File: src/rtl/eltf_pkg.sv
package eltf_pkg;

  localparam int MAX_LENGTH   = 1024;
  localparam int CNT_W        = $clog2(MAX_LENGTH + 1);
  localparam int NUM_LETTERS  = 13;
  localparam int NUM_SYMBOLS  = 5;
  localparam int SUM_W        = CNT_W + 3;
  localparam int PROD_W       = SUM_W + 4;
  localparam int MIN_BYTES    = 50;
  localparam int VOWEL_FACTOR = 5;
  localparam int BAD_FACTOR   = 5;
  localparam int RARE_FACTOR  = 10;

  localparam logic [7:0] FOLD_BIT   = 8'h20;
  localparam logic [7:0] NEWLINE    = 8'h0A;
  localparam logic [7:0] FORM_FEED  = 8'h0C;
  localparam logic [7:0] TAB        = 8'h09;
  localparam logic [7:0] SPACE      = 8'h20;

  localparam int IDX_A = 0;
  localparam int IDX_E = 1;
  localparam int IDX_I = 2;
  localparam int IDX_O = 3;
  localparam int IDX_U = 4;
  localparam int IDX_T = 5;
  localparam int IDX_N = 6;
  localparam int IDX_V = 7;
  localparam int IDX_J = 8;
  localparam int IDX_K = 9;
  localparam int IDX_Q = 10;
  localparam int IDX_X = 11;
  localparam int IDX_Z = 12;

  localparam int SYM_SPACE = 0;
  localparam int SYM_SEMI  = 1;
  localparam int SYM_LT    = 2;
  localparam int SYM_GT    = 3;
  localparam int SYM_SLASH = 4;

  localparam logic [NUM_LETTERS-1:0][7:0] LETTER_CHARS = {
    "z", "x", "q", "k", "j", "v", "n", "t", "u", "o", "i", "e", "a"
  };
  localparam logic [NUM_SYMBOLS-1:0][7:0] SYMBOL_CHARS = {"/", ">", "<", ";", " "};

  typedef struct packed {
    logic [NUM_LETTERS-1:0][CNT_W-1:0] letters;
    logic [NUM_SYMBOLS-1:0][CNT_W-1:0] symbols;
    logic [CNT_W-1:0]                  punct;
    logic [CNT_W-1:0]                  bad;
    logic [CNT_W-1:0]                  bytes;
  } cnt_t;

  function automatic logic is_punct(input logic [7:0] b);
    return (b == ".") || (b == ",") || (b == ")") || (b == "%") ||
           (b == ";") || (b == ":") || (b == "?");
  endfunction

  function automatic logic is_gap(input logic [7:0] b);
    return (b == SPACE) || (b == FORM_FEED) || (b == TAB) || (b == NEWLINE);
  endfunction

endpackage

File: src/rtl/eltf_judge.sv
module eltf_judge
  import eltf_pkg::*;
(
  input  logic clk_i,
  input  logic rst_ni,
  input  logic en_i,
  input  logic snap_valid_i,
  input  cnt_t snap_i,
  input  logic out_ready_i,
  output logic out_valid_o,
  output logic verdict_o
);

  logic [SUM_W-1:0]  vowels, common, rare, tags;
  logic [CNT_W-1:0]  e_cnt, non_space;
  logic [PROD_W-1:0] vowels_x, rare_x, bad_x, semi_x;
  logic              pass;
  logic              out_valid_q, verdict_q;

  always_comb begin
    e_cnt     = snap_i.letters[IDX_E];
    non_space = snap_i.bytes - snap_i.symbols[SYM_SPACE];
    vowels    = SUM_W'(snap_i.letters[IDX_A]) + SUM_W'(e_cnt) +
                SUM_W'(snap_i.letters[IDX_I]) + SUM_W'(snap_i.letters[IDX_O]) +
                SUM_W'(snap_i.letters[IDX_U]);
    common    = SUM_W'(e_cnt) + SUM_W'(snap_i.letters[IDX_T]) +
                SUM_W'(snap_i.letters[IDX_A]) + SUM_W'(snap_i.letters[IDX_I]) +
                SUM_W'(snap_i.letters[IDX_O]) + SUM_W'(snap_i.letters[IDX_N]);
    rare      = SUM_W'(snap_i.letters[IDX_V]) + SUM_W'(snap_i.letters[IDX_J]) +
                SUM_W'(snap_i.letters[IDX_K]) + SUM_W'(snap_i.letters[IDX_Q]) +
                SUM_W'(snap_i.letters[IDX_X]) + SUM_W'(snap_i.letters[IDX_Z]);
    tags      = SUM_W'(snap_i.symbols[SYM_LT]) + SUM_W'(snap_i.symbols[SYM_GT]) +
                SUM_W'(snap_i.symbols[SYM_SLASH]);
    vowels_x  = PROD_W'(vowels) * PROD_W'(VOWEL_FACTOR);
    rare_x    = PROD_W'(rare) * PROD_W'(RARE_FACTOR);
    bad_x     = PROD_W'(snap_i.bad) * PROD_W'(BAD_FACTOR);
    semi_x    = PROD_W'(snap_i.symbols[SYM_SEMI]) << 1;

    if (snap_i.bytes < CNT_W'(MIN_BYTES)) begin
      pass = 1'b0;
    end else if (bad_x > PROD_W'(snap_i.punct)) begin
      pass = 1'b0;
    end else if (semi_x > PROD_W'(e_cnt)) begin
      pass = 1'b0;
    end else if (tags > SUM_W'(e_cnt)) begin
      pass = 1'b0;
    end else begin
      pass = (vowels_x >= PROD_W'(non_space)) && (PROD_W'(common) >= rare_x);
    end
  end

  always_ff @(posedge clk_i or negedge rst_ni) begin
    if (!rst_ni) begin
      out_valid_q <= 1'b0;
    end else if (en_i && snap_valid_i) begin
      out_valid_q <= 1'b1;
    end else if (out_ready_i) begin
      out_valid_q <= 1'b0;
    end
  end

  always_ff @(posedge clk_i) begin
    if (en_i && snap_valid_i) begin
      verdict_q <= pass;
    end
  end

  assign out_valid_o = out_valid_q;
  assign verdict_o   = verdict_q;

endmodule

File: config.mk
export PLATFORM = sky130hd
export DESIGN_NAME = eltf_judge
export DESIGN_NICKNAME = d
export VERILOG_FILES = /design/src/rtl/eltf_pkg.sv /design/src/rtl/eltf_judge.sv
export SDC_FILE = /design/constraint.sdc
export NUM_CORES = 1
export LEC_CHECK = 0
export ABC_AREA = 1
export BUFFER_PORTS_ARGS = -buffer_cell sky130_fd_sc_hd__buf_2
export CORE_MARGIN = 1
export CORE_UTILIZATION = 59
export DETAILED_ROUTE_END_ITERATION = 8
export MAX_ROUTING_LAYER = met4
export PLACE_DENSITY = 0.87
export SETUP_SLACK_MARGIN = 0.5
export SYNTH_ARGS = -nofsm -noshare
export SYNTH_HDL_FRONTEND = slang
export SYNTH_SLANG_ARGS = --single-unit
File: constraint.sdc
create_clock -name clk_i -period 1.3 [get_ports clk_i]
set_input_delay 0.195 -clock clk_i [delete_from_list [all_inputs] [get_ports clk_i]]
set_output_delay 0.195 -clock clk_i [all_outputs]
set_load 0.05 [all_outputs]
==> results of run 1 <==
routing by layer:
metal / vias to the layer above / part of all wire [%] / GRT usage, %
met5: - / 0 / -
met4: 0 / 7.4 / 21.8
met3: 227 / 5.8 / 4.68
met2: 531 / 53 / 67.9
met1: 4665 / 34 / 33.7
li1: 4652 / - / -
flip-flops by register name, indices dropped and copies added (netlist names):
| register | cells |
|---|---|
| out_valid_o | 1 |
| verdict_o | 1 |
synthesized netlist by cell type (all sizes together):
| master | count |
|---|---|
| nand2 | 191 |
| dfrtp | 1 |
| xor2 | 36 |
| o22ai | 2 |
| a211oi | 1 |
| o31ai | 1 |
| edfxtp | 1 |
| a21o | 8 |
| o21a | 1 |
| ha | 168 |
| a31oi | 6 |
| fa | 125 |
| nand3b | 3 |
| o21ai | 26 |
| inv | 365 |
| or4 | 1 |
| a21oi | 86 |
| o21bai | 8 |
| a221oi | 1 |
| nor3 | 15 |
| nand3 | 32 |
| o211ai | 5 |
| a21boi | 2 |
| nor2 | 71 |
| o2111ai | 1 |
| xnor2 | 37 |
| or2 | 3 |
| nand4 | 12 |
stage by stage:
step | setup TNS (ps) | util [%] | cell area [sq um]
6_report | -4600 | 86.2 | 12600
4_1_cts | -4250 | 83.9 | 12200
3_3_place_gp | -4380 | 82.7 | 12100
2_1_floorplan | -4030 | - | 8970
3_5_place_dp | -4650 | 82.7 | 12100
5_1_grt | -4900 | 86.2 | 12600
final timing paths:
path	end	depth (start not counted)
min in group asynchronous	out_valid_o	2
setup / recovery	verdict_o	35
hold reg to reg	out_valid_o	2
hold / removal	out_valid_o	2
setup reg to reg	out_valid_o	2
max in group asynchronous	out_valid_o	2
kinds of logic (layout without fill, tap and decap cells):
family | after synthesis | count (layout) | share of synthesized area (%)
buf+inv | 365 | 840 | 15.4
simple gates | 328 | 328 | 15.3
xor+xnor | 73 | 73 | 7.28
flops | 2 | 2 | 0.619
other cells | 0 | 2 | 0
compound gates | 148 | 148 | 9.60
fa+ha+maj | 293 | 293 | 51.8
cell type report:
cell class,count,area (sq um),area share (%)
timing repair buffer,471,2970,23.6
multi-input combinational,842,7860,62.5
inverter,365,1370,10.9
sequential,2,56.3,0.448
antenna,2,5.00,0.0398
tap,184,230,1.83
clock buffer,4,78.8,0.627
what timing repair did:
item	CTS	global route
pin swaps	3	38
hold endpoints to repair	1	0
buffers inserted	0	10
setup endpoints to repair	3	3
gates resized for setup	19	44
hold buffers	1	0
critical path: cells and delay by family:
kind	cells	cell delay (ps)
XOR/XNOR	2	260
AO/OA/AOI/OAI	2	420
AND/OR/NAND/NOR	15	1640
buffers and inverters	8	560
adder cells (fa/ha/maj)	8	2930
==> results_dict.tcl, run 1 <==
set metrics [dict create \
    dr.pass1.iters 6 \
    cts_max_path_buffers 2 \
    ant_nets 0 \
    antenna_found_initial 2 \
    whs_ps 151 \
    r2r_start "out_valid_o" \
    post-route-period-util_pct 454 \
    clk_pin_slew_ps 30 \
    drive_above_1_share_pct 32.9 \
    skew_ps 0 \
    dieWidth_um 125 \
    area_delta_synth_final_pct 41.4 \
    pre_cts_ws_ps -4650 \
    initial_core_util_pct 60.9 \
    nNetsFinal 2214 \
    die_area_sq_mm 0.0156 \
    dp_hpwl_um 22900 \
    viasPerCell 5.39 \
    rows 44 \
    wirelength_um 29100 \
    grt_max_degree 6 \
    nFillCells 738 \
    layout.cells.non_filler 1870 \
    finalCriticalPeriod_ps 5900 \
    ys_seq_area_share_pct 0.619 \
    synth_top_area_cell "fa_1" \
    slew_viol_final 0 \
    path_class "in -> reg" \
    cp.arrival_ps 6000 \
    drc_errors 0 \
    synthTopCellsByArea "fa_1, ha_1, inv_1, nand2_1, a21oi_1" \
    tightest_slew_ps 481 \
    rsz0062_at_grt "yes" \
    cp-end-kind "register" \
    final_common_cell "inv_1" \
    critPathLaunch "snap_i[189]" \
    violations "setup timing" \
    cp_max_fo 3 \
    fmax_mhz 169 \
    grt_overflow 0 \
    slowest_stage "fa_1" \
    status "finished with violations" \
    layout_setup_ws_ps -4600 \
    grt_first_pass_wirelength_um 44500 \
    grt_pass1_vias 10698 \
    setup_viol 1 \
    critPathLaunchType "primary input" \
    die_height_um 125 \
    synth.cell_area_sq_mm 0.00889 \
    core_area_sq_mm 0.0146 \
    cts_root_buffer "clkbuf_16" \
    yosysWarnings 0 \
    cts_tree "yes" \
    wl_per_cell_um 15.6 \
    critPathRequiredTime_ps 1400 \
    layout_common_cells "inv_1, buf_2, buf_4" \
    dr.first_iter.drc_count 621 \
    cts_sinks 2 \
    io_buffers 237 \
    ys_seq_elements 2 \
    min_from "out_ready_i" \
    io_pins 238 \
    dp.cells 1853 \
    synth_area_per_cell_sq_um 7.35 \
    synth_top_cell_area_share_pct 28.2 \
    cts_buffers 3 \
    slew_headroom_pct 67.6 \
    hold_class "in -> reg" \
    regToRegSetupSlack_ps 650 \
    routabilityCongestion 0.894 \
    num_vias 10075 \
    htree_levels 1 \
    synth_nets 1738 \
    hold_violations 0 \
    grt_use_total_pct 35.7 \
    syn-instance-count 1209 \
    synthDistinctLibCells 35 \
    clock_latency_ps 230 \
    cap_violations 0 \
    max_stage_delay_ps 580 \
]
Power of run 1 is not shown: default switching activity piles up to over one toggle a cycle in this logic, so the estimate is an artifact.
==> run 2: changes to the inputs <==
Settings changed: SKIP_CTS_REPAIR_TIMING from default to 1.
==> results_dict.tcl, run 2 (synthesis results as in run 1) <==
set metrics [dict create \
    status "finished with violations" \
    violations "setup timing" \
    hold_class "in -> reg" \
    io_buffers 237 \
    cpMostUsedCell "inv_1" \
    initial_core_util_pct 60.9 \
    rsz0062_at_grt "yes" \
    dieWidth_um 125 \
    die_area_sq_mm 0.0156 \
    layout_common_cells "inv_1, buf_2, buf_4" \
    tightest_slew_ps 434 \
    slowest_stage "fa_1" \
    rows 44 \
    rr_worst_depth 2 \
    max_stage_delay_ps 550 \
    path_class "in -> reg" \
    finalCoreUtilization_pct 84.5 \
    r2r_start "out_valid_o" \
    layout_setup_ws_ps -4500 \
    grt_max_degree 6 \
    core_area_sq_mm 0.0146 \
    nFillCells 807 \
    cts_tree "yes" \
    dr.pass1.iters 5 \
    routabilityCongestion 0.894 \
    setup_viol 1 \
    grt_pass1_vias 10453 \
    min_from "out_ready_i" \
    clk_pin_slew_ps 30 \
    nNetsFinal 2208 \
    area_delta_synth_final_pct 38.7 \
    wl_met3_um 1420 \
    cp_max_fo 3 \
    critPathLaunchType "primary input" \
    min_to "out_valid_o" \
    wl_met1_um 9670 \
    cts_buffers 3 \
    cap_violations 0 \
    drive_above_1_share_pct 31.2 \
    viasPerCell 5.31 \
    crit-reg2reg-capture "out_valid_o" \
    finalCriticalPeriod_ps 5800 \
    hold_violations 0 \
    wl_met2_um 14700 \
    ant_nets 0 \
    antenna_found_initial 2 \
    cts_root_buffer "clkbuf_16" \
    cts_max_path_buffers 2 \
    slew_viol_final 0 \
    cp.arrival_ps 5900 \
    routed.top_layer "met4" \
    grt_first_pass_wirelength_um 43000 \
    multi_input_comb_area_sq_mm 0.00767 \
    grt_overflow 0 \
    num_vias 9900 \
    critPathRequiredTime_ps 1400 \
    regToRegSetupSlack_ps 610 \
    cp-end-kind "register" \
    die_height_um 125 \
    wirelength_um 27600 \
    skew_ps 0 \
    holdPathStages 2 \
    io_pins 238 \
    slew_headroom_pct 70.7 \
    grt_use_total_pct 34.3 \
    drc_errors 0 \
    post-route-period-util_pct 446 \
    dp_hpwl_um 22900 \
    regArea_sq_um 56.3 \
    cts_sinks 2 \
    dr.first_iter.drc_count 587 \
    wl_per_cell_um 14.8 \
    final_common_cell "inv_1" \
    clock_latency_ps 240 \
    htree_levels 1 \
    fmax_mhz 172 \
]
## run 2: cell types whose count changed in the layout (fill, tap and decap cells not counted), moves of 3 or more
cell | previous run | this run
buf_4 | 231 | 227
nand2_2 | 8 | 5
ha_4 | 14 | 7
ha_1 | 153 | 160
nand2_1 | 182 | 186
## run 2: stage by stage
stage          worst slack (ps)  cells  TNS [ps]  hold WS (ps)  area, sq um
4_1_cts                   -4430   1857     -4430          -265        12100
3_5_place_dp              -4650   1853     -4650         -29.0        12100
3_3_place_gp              -4380   1853     -4380         -30.1        12100
5_1_grt                   -4910   1864     -4910           178        12300
2_1_floorplan             -4030   1209     -4030          -101         8970
6_report                  -4500   1864     -4500           178        12300
## run 2: layout make-up
type	instances	share of cell area [%]
Timing Repair Buffer	465	23.7
Multi-Input combinational cell	842	62.2
Tap cell	184	1.87
Clock buffer	4	0.640
Antenna cell	2	0.0406
Sequential cell	2	0.457
Inverter	365	11.1
## run 2: worst max path at each step
stage / from / end / slack, ps / cells after the start
4_1_cts: snap_i[100] / verdict_o / -4430 / 31
3_5_place_dp: snap_i[100] / verdict_o / -4650 / 31
3_3_place_gp: snap_i[171] / verdict_o / -4380 / 34
6_report: snap_i[168] / verdict_o / -4500 / 37
5_1_grt: snap_i[168] / verdict_o / -4910 / 37
2_1_floorplan: snap_i[167] / verdict_o / -4030 / 34
## run 2: worst max-delay path: cells and delay by family
family	cells	cell delay (ps)
compound gates	4	540
xor+xnor	3	520
fa+ha+maj	6	2480
buf+inv	7	490
simple gates	17	1650
## run 2: metal layers
metal | vias up | global-route usage [%]
met1 | 4611 | 33.2
met2 | 451 | 66.2
met5 | - | -
met4 | 0 | 19.1
met3 | 195 | 3.18
li1 | 4643 | -
Power of run 2 is left out for the same reason.
==> run 3: changes to the inputs <==
==> constraint.sdc (replaced) <==
create_clock -name clk_i -period 7.23 [get_ports clk_i]
set_input_delay 0.723 -clock clk_i [delete_from_list [all_inputs] [get_ports clk_i]]
set_output_delay 0.723 -clock clk_i [all_outputs]
set_load 0.05 [all_outputs]
==> results_dict.tcl, run 3 (synthesis results as in run 1) <==
set metrics [dict create \
    cp_max_fo 4 \
    hold_violations 0 \
    wirelength_um 19700 \
    cp.arrival_ps 6460 \
    cts_tree "yes" \
    critPathLaunchType "primary input" \
    grt_first_pass_wirelength_um 34300 \
    dr.pass1.iters 5 \
    dr.first_iter.drc_count 318 \
    fmax_mhz 157 \
    htree_levels 1 \
    tns_ps 0 \
    cts_buffers 3 \
    nFillCells 1158 \
    cts_max_path_buffers 2 \
    max_stage_delay_ps 540 \
    antenna_found_initial 0 \
    grt_pass1_vias 8205 \
    finalCoreUtilization_pct 71.8 \
    viasPerCell 4.99 \
    routabilityCongestion 0.924 \
    cap_violations 0 \
    post-route-period-util_pct 88.2 \
    wl_per_cell_um 12.1 \
    critPathRequiredTime_ps 7320 \
    cp-end-kind "register" \
    grt_overflow 0 \
    clk_pin_slew_ps 30 \
    final_common_cell "inv_1" \
    skew_ps 0 \
    drc_errors 0 \
    setup_viol 0 \
    die_area_sq_mm 0.0156 \
    slowest_stage "fa_1" \
    cpMostUsedCell "nand2_1" \
    antennaDiodeCount 0 \
    rows 44 \
    status "finished clean" \
    path_class "in -> reg" \
    num_vias 8166 \
    layout_common_cells "inv_1, buf_2, nand2_1" \
    cts_root_buffer "clkbuf_16" \
    hold_class "in -> async" \
    grt_max_degree 6 \
    area_delta_synth_final_pct 17.8 \
    drive_above_1_share_pct 19.0 \
    ant_nets 0 \
    dp_hpwl_um 18500 \
    nNetsFinal 1982 \
    io_buffers 237 \
    slew_viol_final 0 \
    die_height_um 125 \
    core_area_sq_mm 0.0146 \
    finalCriticalPeriod_ps 6380 \
    dieWidth_um 125 \
    io_pins 238 \
    rsz0062_at_grt "no" \
    clock_latency_ps 220 \
    cts_sinks 2 \
    initial_core_util_pct 60.9 \
    slew_headroom_pct 69.6 \
    tightest_slew_ps 451 \
    grt_use_total_pct 26.9 \
]
==> run 3: cell count changes in the layout (fill, tap and decap cells not counted), moves of 4 or more <==
cell    before  now
buf_4      227    2
ha_1       160  168
ha_4         7    0
inv_1      358  362
inv_2        7    3
xor2_2       2    6
==> run 3: per-stage QoR <==
stage / setup WS [ps] / cell area, sq um / std cells / hold WS (ps)
5_1_grt: 442 / 10500 / 1636 / 274
2_1_floorplan: 1180 / 8890 / 1209 / 427
4_1_cts: 739 / 10400 / 1634 / 269
3_5_place_dp: 538 / 10300 / 1630 / 499
3_3_place_gp: 660 / 10300 / 1630 / 497
6_report: 852 / 10500 / 1636 / 270
==> run 3: worst paths after layout <==
check | slack [ps] | cells after the start | start | to
setup / recovery | 850 | 36 | snap_i[169] | verdict_o
setup reg to reg | 6630 | 2 | out_valid_o | out_valid_o
hold reg to reg | 520 | 2 | out_valid_o | out_valid_o
hold / removal | 270 | 1 | rst_ni | out_valid_o
max in group asynchronous | 6880 | 1 | rst_ni | out_valid_o
min in group clk_i | 520 | 2 | out_valid_o | out_valid_o
==> run 3: cell type report <==
class | instances | area [sq um] | share of cell area, %
multi-input combinational | 842 | 7530 | 72.0
inverter | 365 | 1370 | 13.1
timing repair buffer | 239 | 1200 | 11.5
tap | 184 | 230 | 2.20
clock buffer | 4 | 78.8 | 0.753
sequential | 2 | 55.1 | 0.526
==> run 3: worst max-delay path, delay by kind of cell <==
kind | cells | cell delay (ps)
AND/OR/NAND/NOR | 17 | 1520
adder cells (fa/ha/maj) | 7 | 2890
XOR/XNOR | 2 | 370
buffers and inverters | 6 | 340
AO/OA/AOI/OAI | 4 | 620
==> run 3: per-layer routing <==
layer / part of all wire (%) / vias to the layer above / wire length [um] / global-route usage (%)
li1: - / 4187 / - / -
met1: 42 / 3690 / 8350 / 31.9
met2: 51 / 245 / 10000 / 48.8
met3: 4.1 / 44 / 801 / 1.42
met4: 2.9 / 0 / 579 / 8.01
met5: 0 / - / 0 / -
Power of run 3 is left out for the same reason.
